<file path="src/hdl/fpm_pkg.sv">
`default_nettype none

package fpm_pkg;

    localparam int DEPTH      = 4096;
    localparam int ADDR_BITS  = $clog2(DEPTH);
    localparam int IDX_BITS   = 13;
    localparam int PTR_BITS   = IDX_BITS + 1;
    localparam int VALUE_BITS = 16;
    localparam int EPOCH_BITS = 16;
    localparam int WORD_BITS  = EPOCH_BITS + VALUE_BITS;
    localparam int SIZE_BITS  = 13;
    localparam int PADDR_BITS = 3;
    localparam int PDATA_BITS = 32;

    localparam logic [SIZE_BITS-1:0] SIZE_RESET = SIZE_BITS'(4096);

    // request codes
    localparam logic [1:0] REQ_UPDATE = 2'd0;
    localparam logic [1:0] REQ_QUERY  = 2'd1;
    localparam logic [1:0] REQ_EPOCH  = 2'd2;

    // register select, paddr[2]
    localparam logic REG_SIZE_IN_USE = 1'b0;

    typedef enum logic [1:0] {
        ST_CLEAR,
        ST_IDLE,
        ST_READ,
        ST_MODIFY
    } state_t;

    typedef struct packed {
        logic                 en;
        logic                 we;
        logic [ADDR_BITS-1:0] addr;
        logic [WORD_BITS-1:0] wdata;
    } mem_req_t;

    typedef struct packed {
        logic                  valid;
        logic [VALUE_BITS-1:0] data;
    } result_t;

endpackage

`default_nettype wire

</file>
<file path="src/hdl/fpm_cfg.sv">
`default_nettype none

module fpm_cfg
    import fpm_pkg::*;
(
    input  wire logic                  clk,
    input  wire logic                  rst_n,
    input  wire logic                  psel,
    input  wire logic                  penable,
    input  wire logic                  pwrite,
    input  wire logic [PADDR_BITS-1:0] paddr,
    input  wire logic [PDATA_BITS-1:0] pwdata,
    output logic      [PDATA_BITS-1:0] prdata,
    output logic                       pready,
    output logic      [SIZE_BITS-1:0]  size_in_use
);

    logic [SIZE_BITS-1:0] size_reg;
    logic [SIZE_BITS-1:0] size_next;
    logic                 wr_en;

    assign wr_en = psel && penable && pwrite && (paddr[2] == REG_SIZE_IN_USE);

    always_comb
    begin
        size_next = size_reg;
        if (wr_en)
        begin
            size_next = pwdata[SIZE_BITS-1:0];
        end
    end

    always_ff @(posedge clk or negedge rst_n)
    begin
        if (!rst_n)
        begin
            size_reg <= SIZE_RESET;
        end
        else
        begin
            size_reg <= size_next;
        end
    end

    always_comb
    begin
        prdata = '0;
        if (paddr[2] == REG_SIZE_IN_USE)
        begin
            prdata = PDATA_BITS'(size_reg);
        end
    end

    assign pready      = 1'b1;
    assign size_in_use = size_reg;

endmodule

`default_nettype wire

</file>
<file path="config.mk">
export PLATFORM = sky130hd
export DESIGN_NAME = fpm_cfg
export DESIGN_NICKNAME = d
export VERILOG_FILES = /design/src/hdl/fpm_pkg.sv /design/src/hdl/fpm_cfg.sv
export SDC_FILE = /design/constraint.sdc
export NUM_CORES = 1
export LEC_CHECK = 0
export ABC_AREA = 1
export BUFFER_PORTS_ARGS = -buffer_cell sky130_fd_sc_hd__buf_2
export CAP_MARGIN = 15
export CORE_MARGIN = 3
export CORE_UTILIZATION = 31
export CTS_CLUSTER_SIZE = 16
export DETAILED_ROUTE_END_ITERATION = 8
export PLACE_DENSITY = 0.81
export SLEW_MARGIN = 20
export SYNTH_ARGS = -nofsm -noshare
export SYNTH_HDL_FRONTEND = slang
export SYNTH_SLANG_ARGS = --single-unit
</file>
<file path="constraint.sdc">
create_clock -name clk -period 0.9 [get_ports clk]
set_input_delay 0.27 -clock clk [delete_from_list [all_inputs] [get_ports clk]]
set_output_delay 0.27 -clock clk [all_outputs]
set_load 0.01 [all_outputs]
</file>
==> flow_summary.ini <==
[run_status]
run_status = complete, but fails checks
violations_in_the_final_reports = setup timing

[synthesis]
synth-adder-area-share_pct = 0
synth.yosys.seq_area_share_pct = 40.7
yosysUniqueCellTypes = 12
yosysWarnings = 0
synth_top_area_share_pct = 37.4
synth.top_cells.by_area = sky130_fd_sc_hd__dfrtp_1 (37%), sky130_fd_sc_hd__buf_4 (20%), sky130_fd_sc_hd__nand2_1 (13%), sky130_fd_sc_hd__nand3_1 (8.1%), sky130_fd_sc_hd__inv_1 (7.0%)
synth_compound_area_share_pct = 0
synthesis.area_per_instance_um2 = 7.36
synth_xor_xnor_area_share_pct = 0
mappedNetlistArea_um2 = 802
largest_family_of_logic_cells_by_synthesized_area = buffers and inverters
synth_top_cell_by_area = sky130_fd_sc_hd__dfrtp_1
synth_register_bits = 13
synth_simple_gate_area_share_pct = 29.0
synth.area.mux_share_pct = 0
syn-instance-count = 109

[place]
place_ws_ps = -191
io_buffer_count = 44
dp_hpwl_um = 1400
dpl-instance-area_um2 = 976
routabilityCongestion = 0.669

[hold_path]
hold_path_class = primary input to register
min_delay_worst_endpoint = size_in_use[12]
hold_depth = 3
hold_path.startpoint = pwdata[12]

[pwr]
netSwitchingPower_mw = 0.624
internal-power_mw = 1.20
p_leak_nw = 0.700
clock_power_share_pct = 19.2
switching_share_pct = 34.2
worst_ir_drop_vdd_mv = 0.987
power_frac_comb_pct = 38.0
p_total_mw = 1.83
power.sequential.fraction_pct = 42.8
power.density_nw_per_um2 = 1670

[detailed_routing]
dr.first_iter.drc_count = 13
drt_drc_violations_left = 0
routed_wl_um = 1860
number_of_vias_in_the_routed_layout = 740
first_pass_iters = 4
vias_per_instance = 3.87
ant_nets = 0
route.detailed.wl_per_inst_um = 9.71

[clocking]
clock_tree.buffer_depth = 2
insertion_delay_ps = 260
tritoncts = done
clock_sinks = 13
clk_pin_slew_worst_paths_ps = 80
cts-buffers-inserted = 3
cts.root.buffer_cell = sky130_fd_sc_hd__clkbuf_4
h_tree_depth_reported_by_cts = 1

[floorplanning]
dieWidth_um = 56.9
pin_count = 86
rows = 17
die_y_um = 56.9
initial_utilization_pct = 34.3
design.die.area_um2 = 3230
fp.coreArea_um2 = 2340

[sta]
finalHoldViolations = 0
post-route-min-period_ps = 1310
holdWs_ps = 223
finalCritPeriodShare_pct = 145
setup_total_negative_slack_ps = -6080
min_setup_slack_post_route_ps = -407
unrepaired_setup_endpoints_after_global_routing = yes
final.setup_skew_ps = 0
setup_viol_count_final = 26
maxSlewViolCount = 0
achievable_freq_mhz = 765

[critical_path]
r2r_worst_path_depth = 4
critPathCaptureType = output port
reg2reg_to = size_in_use[1]
worst-setup-path-type = register to output port
crit_required_ps = 630
worstPathArrival_ps = 1040
register_to_register_setup_slack_ps = 60
setup.worst_path.start = size_in_use[12]
critical_path.startpoint_type = register
highest_fanout_seen_on_the_critical_path = 3
regToRegStartpoint = size_in_use[1]

[finish]
most-common-layout-cells = sky130_fd_sc_hd__buf_2 (41), sky130_fd_sc_hd__nand2_1 (27), sky130_fd_sc_hd__conb_1 (20)
max_ffs_per_register = 13
design.final.nets = 204
drive_gt1_share_pct = 38.7
design_area_um2 = 1090
fillCellCount = 240
layout_commonest_cell = sky130_fd_sc_hd__buf_2
area_delta_synth_final_pct = 36.0
insertedDiodeCount = 0
multi_input_comb_area_um2 = 315
area.sequential_um2 = 327

[run]
timing.max_cap.violations = 0

[global_route]
grt_first_pass_wirelength_um = 2680
globalRouteOverflowTotal = 0
largest_net_degree_at_the_start_of_global_routing = 15
grt_antenna_before_repair = 0
grt_pass1_vias = 603
grtUsageTotal_pct = 10.4
==> power by group through the flow <==
| stage | Sequential, mW | Clock (mW) | Combinational [mW] |
|---|---|---|---|
| after floorplan | 0.841 | 0 | 0.326 |
| after global placement | 0.792 | 0 | 0.559 |
| after detailed placement | 0.793 | 0 | 0.573 |
| after CTS | 0.780 | 0.361 | 0.633 |
| after global routing | 0.797 | 0.387 | 0.769 |
| final | 0.781 | 0.351 | 0.693 |
==> synthesized netlist by cell type, drive strengths merged <==
library cell / n
conb: 2
nand3: 13
buf: 24
nand2: 28
inv: 15
dfrtp: 12
nor2: 14
dfstp: 1
==> metrics by stage <==
stage / utilization (%) / std cells
floorplan: - / 127
global placement: 41.7 / 178
detailed placement: 41.7 / 178
CTS: 44.8 / 187
global route: 46.6 / 191
finish: 46.6 / 191
==> area by class of cell <==
class                      instances  share of cell area [%]
timing repair buffer              56                    30.4
sequential                        13                    29.9
multi-input combinational         75                    28.9
inverter                          15                    5.16
tap                               28                    3.21
clock buffer                       4                    2.41
==> per-layer routing <==
| layer | GRT usage (%) | routed length (µm) | vias to the layer above |
|---|---|---|---|
| met2 | 18.5 | 936 | 38 |
| met3 | 3.22 | 197 | 2 |
| met4 | 1.99 | 8 | 0 |
| met5 | 0 | 0 | - |
| li1 | - | - | 390 |
| met1 | 12.2 | 712 | 310 |
==> worst max path at each step <==
stage                     endpoint  slack [ps]  cells past startpoint
CTS                     prdata[12]        -410                      3
floorplan               prdata[12]         -80                      2
global placement    size_in_use[2]        -180                      5
global route            prdata[12]        -440                      3
detailed placement  size_in_use[4]        -190                      5
finish                  prdata[12]        -410                      3
==> cell families (layout without fill, tap and decap cells) <==
family,after synthesis,after routing
buffers and inverters,39,75
DFF,13,13
other,2,20
and+or+nand+nor,55,55
==> what timing repair did <==
action	in CTS	in global routing
endpoints found under the setup margin	26	26
setup buffers	4	4
pin swaps	1	0
hold buffers	1	0
hold endpoints to repair	12	0
resized for setup	1	2
==> critical path, stage by stage, from the launching register on <==
cell,delay (ps)
sky130_fd_sc_hd__dfstp_2,550
sky130_fd_sc_hd__inv_2,40
sky130_fd_sc_hd__nor2_4,70
sky130_fd_sc_hd__buf_6,110
Power figures use the tool's default switching activity.
