$ cat src/hdl/fpm_pkg.sv
`default_nettype none

package fpm_pkg;

    localparam int DEPTH      = 4096;
    localparam int ADDR_BITS  = $clog2(DEPTH);
    localparam int IDX_BITS   = 13;
    localparam int PTR_BITS   = IDX_BITS + 1;
    localparam int VALUE_BITS = 16;
    localparam int EPOCH_BITS = 16;
    localparam int WORD_BITS  = EPOCH_BITS + VALUE_BITS;
    localparam int SIZE_BITS  = 13;
    localparam int PADDR_BITS = 3;
    localparam int PDATA_BITS = 32;

    localparam logic [SIZE_BITS-1:0] SIZE_RESET = SIZE_BITS'(4096);

    // request codes
    localparam logic [1:0] REQ_UPDATE = 2'd0;
    localparam logic [1:0] REQ_QUERY  = 2'd1;
    localparam logic [1:0] REQ_EPOCH  = 2'd2;

    // register select, paddr[2]
    localparam logic REG_SIZE_IN_USE = 1'b0;

    typedef enum logic [1:0] {
        ST_CLEAR,
        ST_IDLE,
        ST_READ,
        ST_MODIFY
    } state_t;

    typedef struct packed {
        logic                 en;
        logic                 we;
        logic [ADDR_BITS-1:0] addr;
        logic [WORD_BITS-1:0] wdata;
    } mem_req_t;

    typedef struct packed {
        logic                  valid;
        logic [VALUE_BITS-1:0] data;
    } result_t;

endpackage

`default_nettype wire

$ cat src/hdl/fpm_engine.sv
`default_nettype none

module fpm_engine
    import fpm_pkg::*;
(
    input  wire logic                  clk,
    input  wire logic                  rst_n,
    input  wire logic                  start,
    input  wire logic [1:0]            req_type,
    input  wire logic [IDX_BITS-1:0]   index,
    input  wire logic [VALUE_BITS-1:0] value,
    input  wire logic [SIZE_BITS-1:0]  size_in_use,
    input  wire logic [WORD_BITS-1:0]  mem_rdata,
    output logic                       busy,
    output mem_req_t                   mem_req,
    output result_t                    result
);

    state_t                 state_reg, state_next;
    logic [PTR_BITS-1:0]    ptr_reg, ptr_next;
    logic [VALUE_BITS-1:0]  val_reg, val_next;
    logic [VALUE_BITS-1:0]  best_reg, best_next;
    logic                   is_query_reg, is_query_next;
    logic [EPOCH_BITS-1:0]  epoch_reg, epoch_next;
    logic [ADDR_BITS-1:0]   clr_reg, clr_next;
    logic                   res_valid_reg, res_valid_next;
    logic [VALUE_BITS-1:0]  res_data_reg, res_data_next;

    logic [IDX_BITS-1:0]    limit;
    logic [IDX_BITS-1:0]    qidx;
    logic [EPOCH_BITS-1:0]  epoch_inc;
    logic [EPOCH_BITS-1:0]  node_stamp;
    logic [VALUE_BITS-1:0]  node_raw;
    logic [VALUE_BITS-1:0]  node_val;
    logic [VALUE_BITS-1:0]  new_max;
    logic [VALUE_BITS-1:0]  best_new;
    logic [PTR_BITS-1:0]    low;
    logic [PTR_BITS-1:0]    ptr_up;
    logic [PTR_BITS-1:0]    ptr_down;
    logic [PTR_BITS-1:0]    ptr_m1;
    logic                   upd_ok;

    assign limit     = (size_in_use > SIZE_BITS'(DEPTH)) ? IDX_BITS'(DEPTH) : size_in_use;
    assign qidx      = (index > IDX_BITS'(DEPTH)) ? IDX_BITS'(DEPTH) : index;
    assign epoch_inc = epoch_reg + EPOCH_BITS'(1);
    assign upd_ok    = (index != '0) && (index <= limit);

    // a node stamped in an older epoch reads as zero
    assign node_stamp = mem_rdata[WORD_BITS-1:VALUE_BITS];
    assign node_raw   = mem_rdata[VALUE_BITS-1:0];
    assign node_val   = (node_stamp == epoch_reg) ? node_raw : '0;
    assign new_max    = (node_val > val_reg) ? node_val : val_reg;
    assign best_new   = (node_val > best_reg) ? node_val : best_reg;

    assign low      = ptr_reg & (~ptr_reg + PTR_BITS'(1));
    assign ptr_up   = ptr_reg + low;
    assign ptr_down = ptr_reg - low;
    assign ptr_m1   = ptr_reg - PTR_BITS'(1);

    // next state
    always_comb
    begin
        state_next = state_reg;
        unique case (state_reg)
            ST_CLEAR:
            begin
                if (clr_reg == ADDR_BITS'(DEPTH - 1))
                begin
                    state_next = ST_IDLE;
                end
            end
            ST_IDLE:
            begin
                if (start)
                begin
                    unique case (req_type)
                        REQ_UPDATE:
                        begin
                            if (upd_ok)
                            begin
                                state_next = ST_READ;
                            end
                        end
                        REQ_QUERY:
                        begin
                            if (index != '0)
                            begin
                                state_next = ST_READ;
                            end
                        end
                        REQ_EPOCH:
                        begin
                            // wrap to zero: sweep the stamps and values
                            if (epoch_inc == '0)
                            begin
                                state_next = ST_CLEAR;
                            end
                        end
                        default:
                        begin
                            state_next = ST_IDLE;
                        end
                    endcase
                end
            end
            ST_READ:
            begin
                state_next = ST_MODIFY;
            end
            ST_MODIFY:
            begin
                if (is_query_reg)
                begin
                    state_next = (ptr_down == '0) ? ST_IDLE : ST_READ;
                end
                else
                begin
                    state_next = (ptr_up > PTR_BITS'(limit)) ? ST_IDLE : ST_READ;
                end
            end
            default:
            begin
                state_next = ST_IDLE;
            end
        endcase
    end

    // datapath
    always_comb
    begin
        ptr_next       = ptr_reg;
        val_next       = val_reg;
        best_next      = best_reg;
        is_query_next  = is_query_reg;
        epoch_next     = epoch_reg;
        clr_next       = clr_reg;
        res_valid_next = 1'b0;
        res_data_next  = res_data_reg;
        unique case (state_reg)
            ST_CLEAR:
            begin
                clr_next = clr_reg + ADDR_BITS'(1);
            end
            ST_IDLE:
            begin
                if (start)
                begin
                    val_next      = value;
                    best_next     = '0;
                    is_query_next = (req_type == REQ_QUERY);
                    unique case (req_type)
                        REQ_UPDATE:
                        begin
                            ptr_next = PTR_BITS'(index);
                        end
                        REQ_QUERY:
                        begin
                            ptr_next = PTR_BITS'(qidx);
                            if (index == '0)
                            begin
                                res_valid_next = 1'b1;
                                res_data_next  = '0;
                            end
                        end
                        REQ_EPOCH:
                        begin
                            epoch_next = epoch_inc;
                            clr_next   = '0;
                        end
                        default:
                        begin
                            ptr_next = ptr_reg;
                        end
                    endcase
                end
            end
            ST_READ:
            begin
                ptr_next = ptr_reg;
            end
            ST_MODIFY:
            begin
                if (is_query_reg)
                begin
                    ptr_next  = ptr_down;
                    best_next = best_new;
                    if (ptr_down == '0)
                    begin
                        res_valid_next = 1'b1;
                        res_data_next  = best_new;
                    end
                end
                else
                begin
                    ptr_next = ptr_up;
                end
            end
            default:
            begin
                ptr_next = ptr_reg;
            end
        endcase
    end

    always_ff @(posedge clk or negedge rst_n)
    begin
        if (!rst_n)
        begin
            state_reg     <= ST_CLEAR;
            epoch_reg     <= '0;
            clr_reg       <= '0;
            is_query_reg  <= 1'b0;
            res_valid_reg <= 1'b0;
        end
        else
        begin
            state_reg     <= state_next;
            epoch_reg     <= epoch_next;
            clr_reg       <= clr_next;
            is_query_reg  <= is_query_next;
            res_valid_reg <= res_valid_next;
        end
    end

    always_ff @(posedge clk)
    begin
        ptr_reg      <= ptr_next;
        val_reg      <= val_next;
        best_reg     <= best_next;
        res_data_reg <= res_data_next;
    end

    // outputs
    always_comb
    begin
        mem_req.en    = 1'b0;
        mem_req.we    = 1'b0;
        mem_req.addr  = ptr_m1[ADDR_BITS-1:0];
        mem_req.wdata = {epoch_reg, new_max};
        unique case (state_reg)
            ST_CLEAR:
            begin
                mem_req.en    = 1'b1;
                mem_req.we    = 1'b1;
                mem_req.addr  = clr_reg;
                mem_req.wdata = '0;
            end
            ST_READ:
            begin
                mem_req.en = 1'b1;
            end
            ST_MODIFY:
            begin
                // queries never write back: a stale node reads zero either way
                mem_req.en = !is_query_reg;
                mem_req.we = !is_query_reg;
            end
            default:
            begin
                mem_req.en = 1'b0;
            end
        endcase
    end

    assign busy         = (state_reg != ST_IDLE);
    assign result.valid = res_valid_reg;
    assign result.data  = res_data_reg;

endmodule

`default_nettype wire

$ cat config.mk
export PLATFORM = sky130hd
export DESIGN_NAME = fpm_engine
export DESIGN_NICKNAME = d
export VERILOG_FILES = /design/src/hdl/fpm_pkg.sv /design/src/hdl/fpm_engine.sv
export SDC_FILE = /design/constraint.sdc
export NUM_CORES = 1
export LEC_CHECK = 0
export BUFFER_PORTS_ARGS = -buffer_cell sky130_fd_sc_hd__buf_2
export CORE_MARGIN = 1.5
export CORE_UTILIZATION = 45
export CTS_CLUSTER_DIAMETER = 120
export DETAILED_ROUTE_END_ITERATION = 8
export PLACE_DENSITY_LB_ADDON = 0.05
export SLEW_MARGIN = 40
export SYNTH_ARGS = -nofsm -noshare
export SYNTH_HDL_FRONTEND = slang
export SYNTH_SLANG_ARGS = --single-unit
$ cat constraint.sdc
create_clock -name clk -period 11.45 [get_ports clk]
set_input_delay 3.435 -clock clk [delete_from_list [all_inputs] [get_ports clk]]
set_output_delay 3.435 -clock clk [all_outputs]
set_load 0.02 [all_outputs]
==> out/results.tsv <==
metric	value	unit
status	completed	
grt_most_used_layer	met2	
fmax	95.63	MHz
synth_commonest_cells	nor2_1 (88), nand2_1 (70), ha_1 (69)	
swShare	45.96	%
area_growth	15.31	%
endpoint_kind	output pin	
seq_area_frac_synth	35.87	%
drt_first_pass_iters	5	
finalInstanceArea	8558	µm²
grt_pass1_wl	32.41	mm
hold_violations	0	
avgSynthCellArea	9.174	µm²
synth_flop_cell	edfxtp_1	
cellLeakagePower	3.948	nW
ir_worst_vdd	0.1097	mV
grt_pass1_vias	6324	
design.die.area	17270	µm²
synth_top_area_share	25.08	%
nets	1075	
avgRoutedWirePerCell	17.53	µm
num_vias	6425	
gp_congestion	0.9375	
row_count	46	
numPortBuffers	142	
yosys_warnings	0	
clock_insertion_delay_worst_skew	0.35	ns
fin_tns_setup	0	ns
dpl_cell_area	8269	µm²
cts_sinks	94	
met1_usage	31.27	%
synth_seq_cells	94	
cts-root-buf	clkbuf_16	
async_reset_ff_share	34.04	%
p_comb_share	50.1	%
totalPowerFinal	1.838	mW
drtIter0Drc	442	
setup_violations	0	
required	8.02	ns
grt_usage	23.15	%
fin_crit_sh	91.33	%
antenna_cells	0	
grt_use_met3	4.475	%
p_sw	845.0	µW
cts_resized	0	
worst_slew_pin_slew	0.7833	ns
fin_crit	10.46	ns
start_util	46.39	%
met2_usage	37.60	%
skew	0.008659	ns
grt_max_degree	53	
crit_type	input pin to output pin	
rsz0062_at_grt	no	
drt_drc_violations_left	0	
dieHeight	131.4	µm
yosysMostFrequentCell	nor2_1	
startpoint_type	input pin	
syn-cell-area	7422	µm²
arrival	7.02	ns
wl	20.09	mm
chipWidth	131.4	µm
internal_power	993.4	µW
cp_max_fo	16	
ioPinCount	143	
antenna_found_initial	1	
fillers	1555	
clkTransAtPathRegs	0.06	ns
clockBufferDepth	2	
power_density	214.8	nW/µm²
ys_types	79	
design.core.area	16000	µm²
clock_power_share	16.5	%
postCtsSetupRepairBufs	0	
max_slew_margin	47.72	%
ctsHoldBuffers	0	
ant_nets	0	
syn_inst	809	
ys_top_cells_by_area	edfxtp_1 (25%), ha_1 (12%), dfrtp_1 (11%), mux2i_1 (5.3%), xnor2_1 (5.0%)	
hold_path.class	flip-flop to flip-flop	
grt-ovfl-total	0	
htreeDepth	3	
numCtsBuffers	9	
maxSlewViolCount	0	
dp_hpwl	15.52	mm
synth_edf_count	62	
synthesis.nets	957	
maxCapViolCount	0	
cts_tree	built	
seq_power_share	33.4	%
synth_top_area_cell	edfxtp_1	
drive_gt1_share	20.22	%
vias_per_cell	5.606	
[per-layer routing]
layer	share of wire, %	up-vias	routed length (µm)
met1	45	3053	9088
met4	1.9	0	384
li1	-	3128	-
met5	0	-	0
met3	6.2	35	1250
met2	47	209	9364
[cells by family (layout without fill, tap and decap cells)]
kind of cell    Yosys count  in the layout  synth area share, %
fa+ha+maj                69             69                11.63
mux                      41             41                5.563
simple gates            315            315                21.54
flops                    94             94                35.87
xor+xnor                 65             65                7.670
buf+inv                  91            212                5.293
compound gates          134            134                12.42
[critical path, stage by stage]
cell	delay (ns)
buf_2	0.10
xnor2_1	0.16
nand4_1	0.13
nor4_2	0.31
buf_4	0.25
and2_1	0.23
ha_1	0.27
a21o_1	0.16
a21o_1	0.17
a211oi_1	0.23
o21ai_0	0.17
a221oi_1	0.35
a31o_2	0.51
mux2i_1	0.28
nor2_1	0.06
buf_2	0.18
[worst paths after layout]
path,slack [ns],to,cells after the start,from
max,0.99,mem_req[6],16,mem_rdata[18]
min,0.56,clr_reg[0]$_DFFE_PN0P_,1,clr_reg[0]$_DFFE_PN0P_
max reg2reg,6.10,state_reg[1]$_DFFE_PN0P_,19,ptr_reg[0]$_DFFE_PP_
min reg2reg,0.56,clr_reg[0]$_DFFE_PN0P_,1,clr_reg[0]$_DFFE_PN0P_
max in group asynchronous,7.84,epoch_reg[15]$_DFFE_PN0P_,1,rst_n
min in group asynchronous,3.14,epoch_reg[2]$_DFFE_PN0P_,1,rst_n
[area by class of cell]
type / instances / area [µm²] / share of cell area (%)
Multi-Input combinational cell: 624 / 4404 / 51.46
Sequential cell: 94 / 2663 / 31.11
Timing Repair Buffer: 146 / 740.7 / 8.655
Tap cell: 216 / 270.3 / 3.158
Clock buffer: 9 / 225.2 / 2.632
Inverter: 52 / 195.2 / 2.281
Clock inverter: 5 / 60.06 / 0.7018
[power by group through the flow]
stage	registers, mW	clock network [mW]	logic [mW]
detailed placement	0.617	0	0.917
global route	0.628	0.325	1.02
floorplan	0.578	0	0.669
finish	0.614	0.304	0.921
CTS	0.611	0.311	0.923
global placement	0.614	0	0.894
[per-stage QoR]
stage	utilization [%]	instances	hold slack, ns	worst slack (ns)
after floorplan	-	809	0.4913	1.136
after detailed placement	51.68	1132	0.5423	1.007
after global routing	53.49	1146	0.6026	0.7224
final	53.49	1146	0.5596	0.9930
after CTS	53.46	1146	0.5602	0.9981
after global placement	51.57	1132	0.5298	1.144
[placed cells by master, fill, tap and decap left out, drive strengths merged, types with 19 or more instances in the layout]
master / count
ha: 69
o21ai: 34
xor2: 23
nand3: 32
nor2b: 21
buf: 146
nor2: 88
and2: 19
nand2: 71
a21oi: 24
xnor2: 42
inv: 53
mux2i: 39
edfxtp: 62
nand4: 23
dfrtp: 32
(Power assumes the default switching activity.)
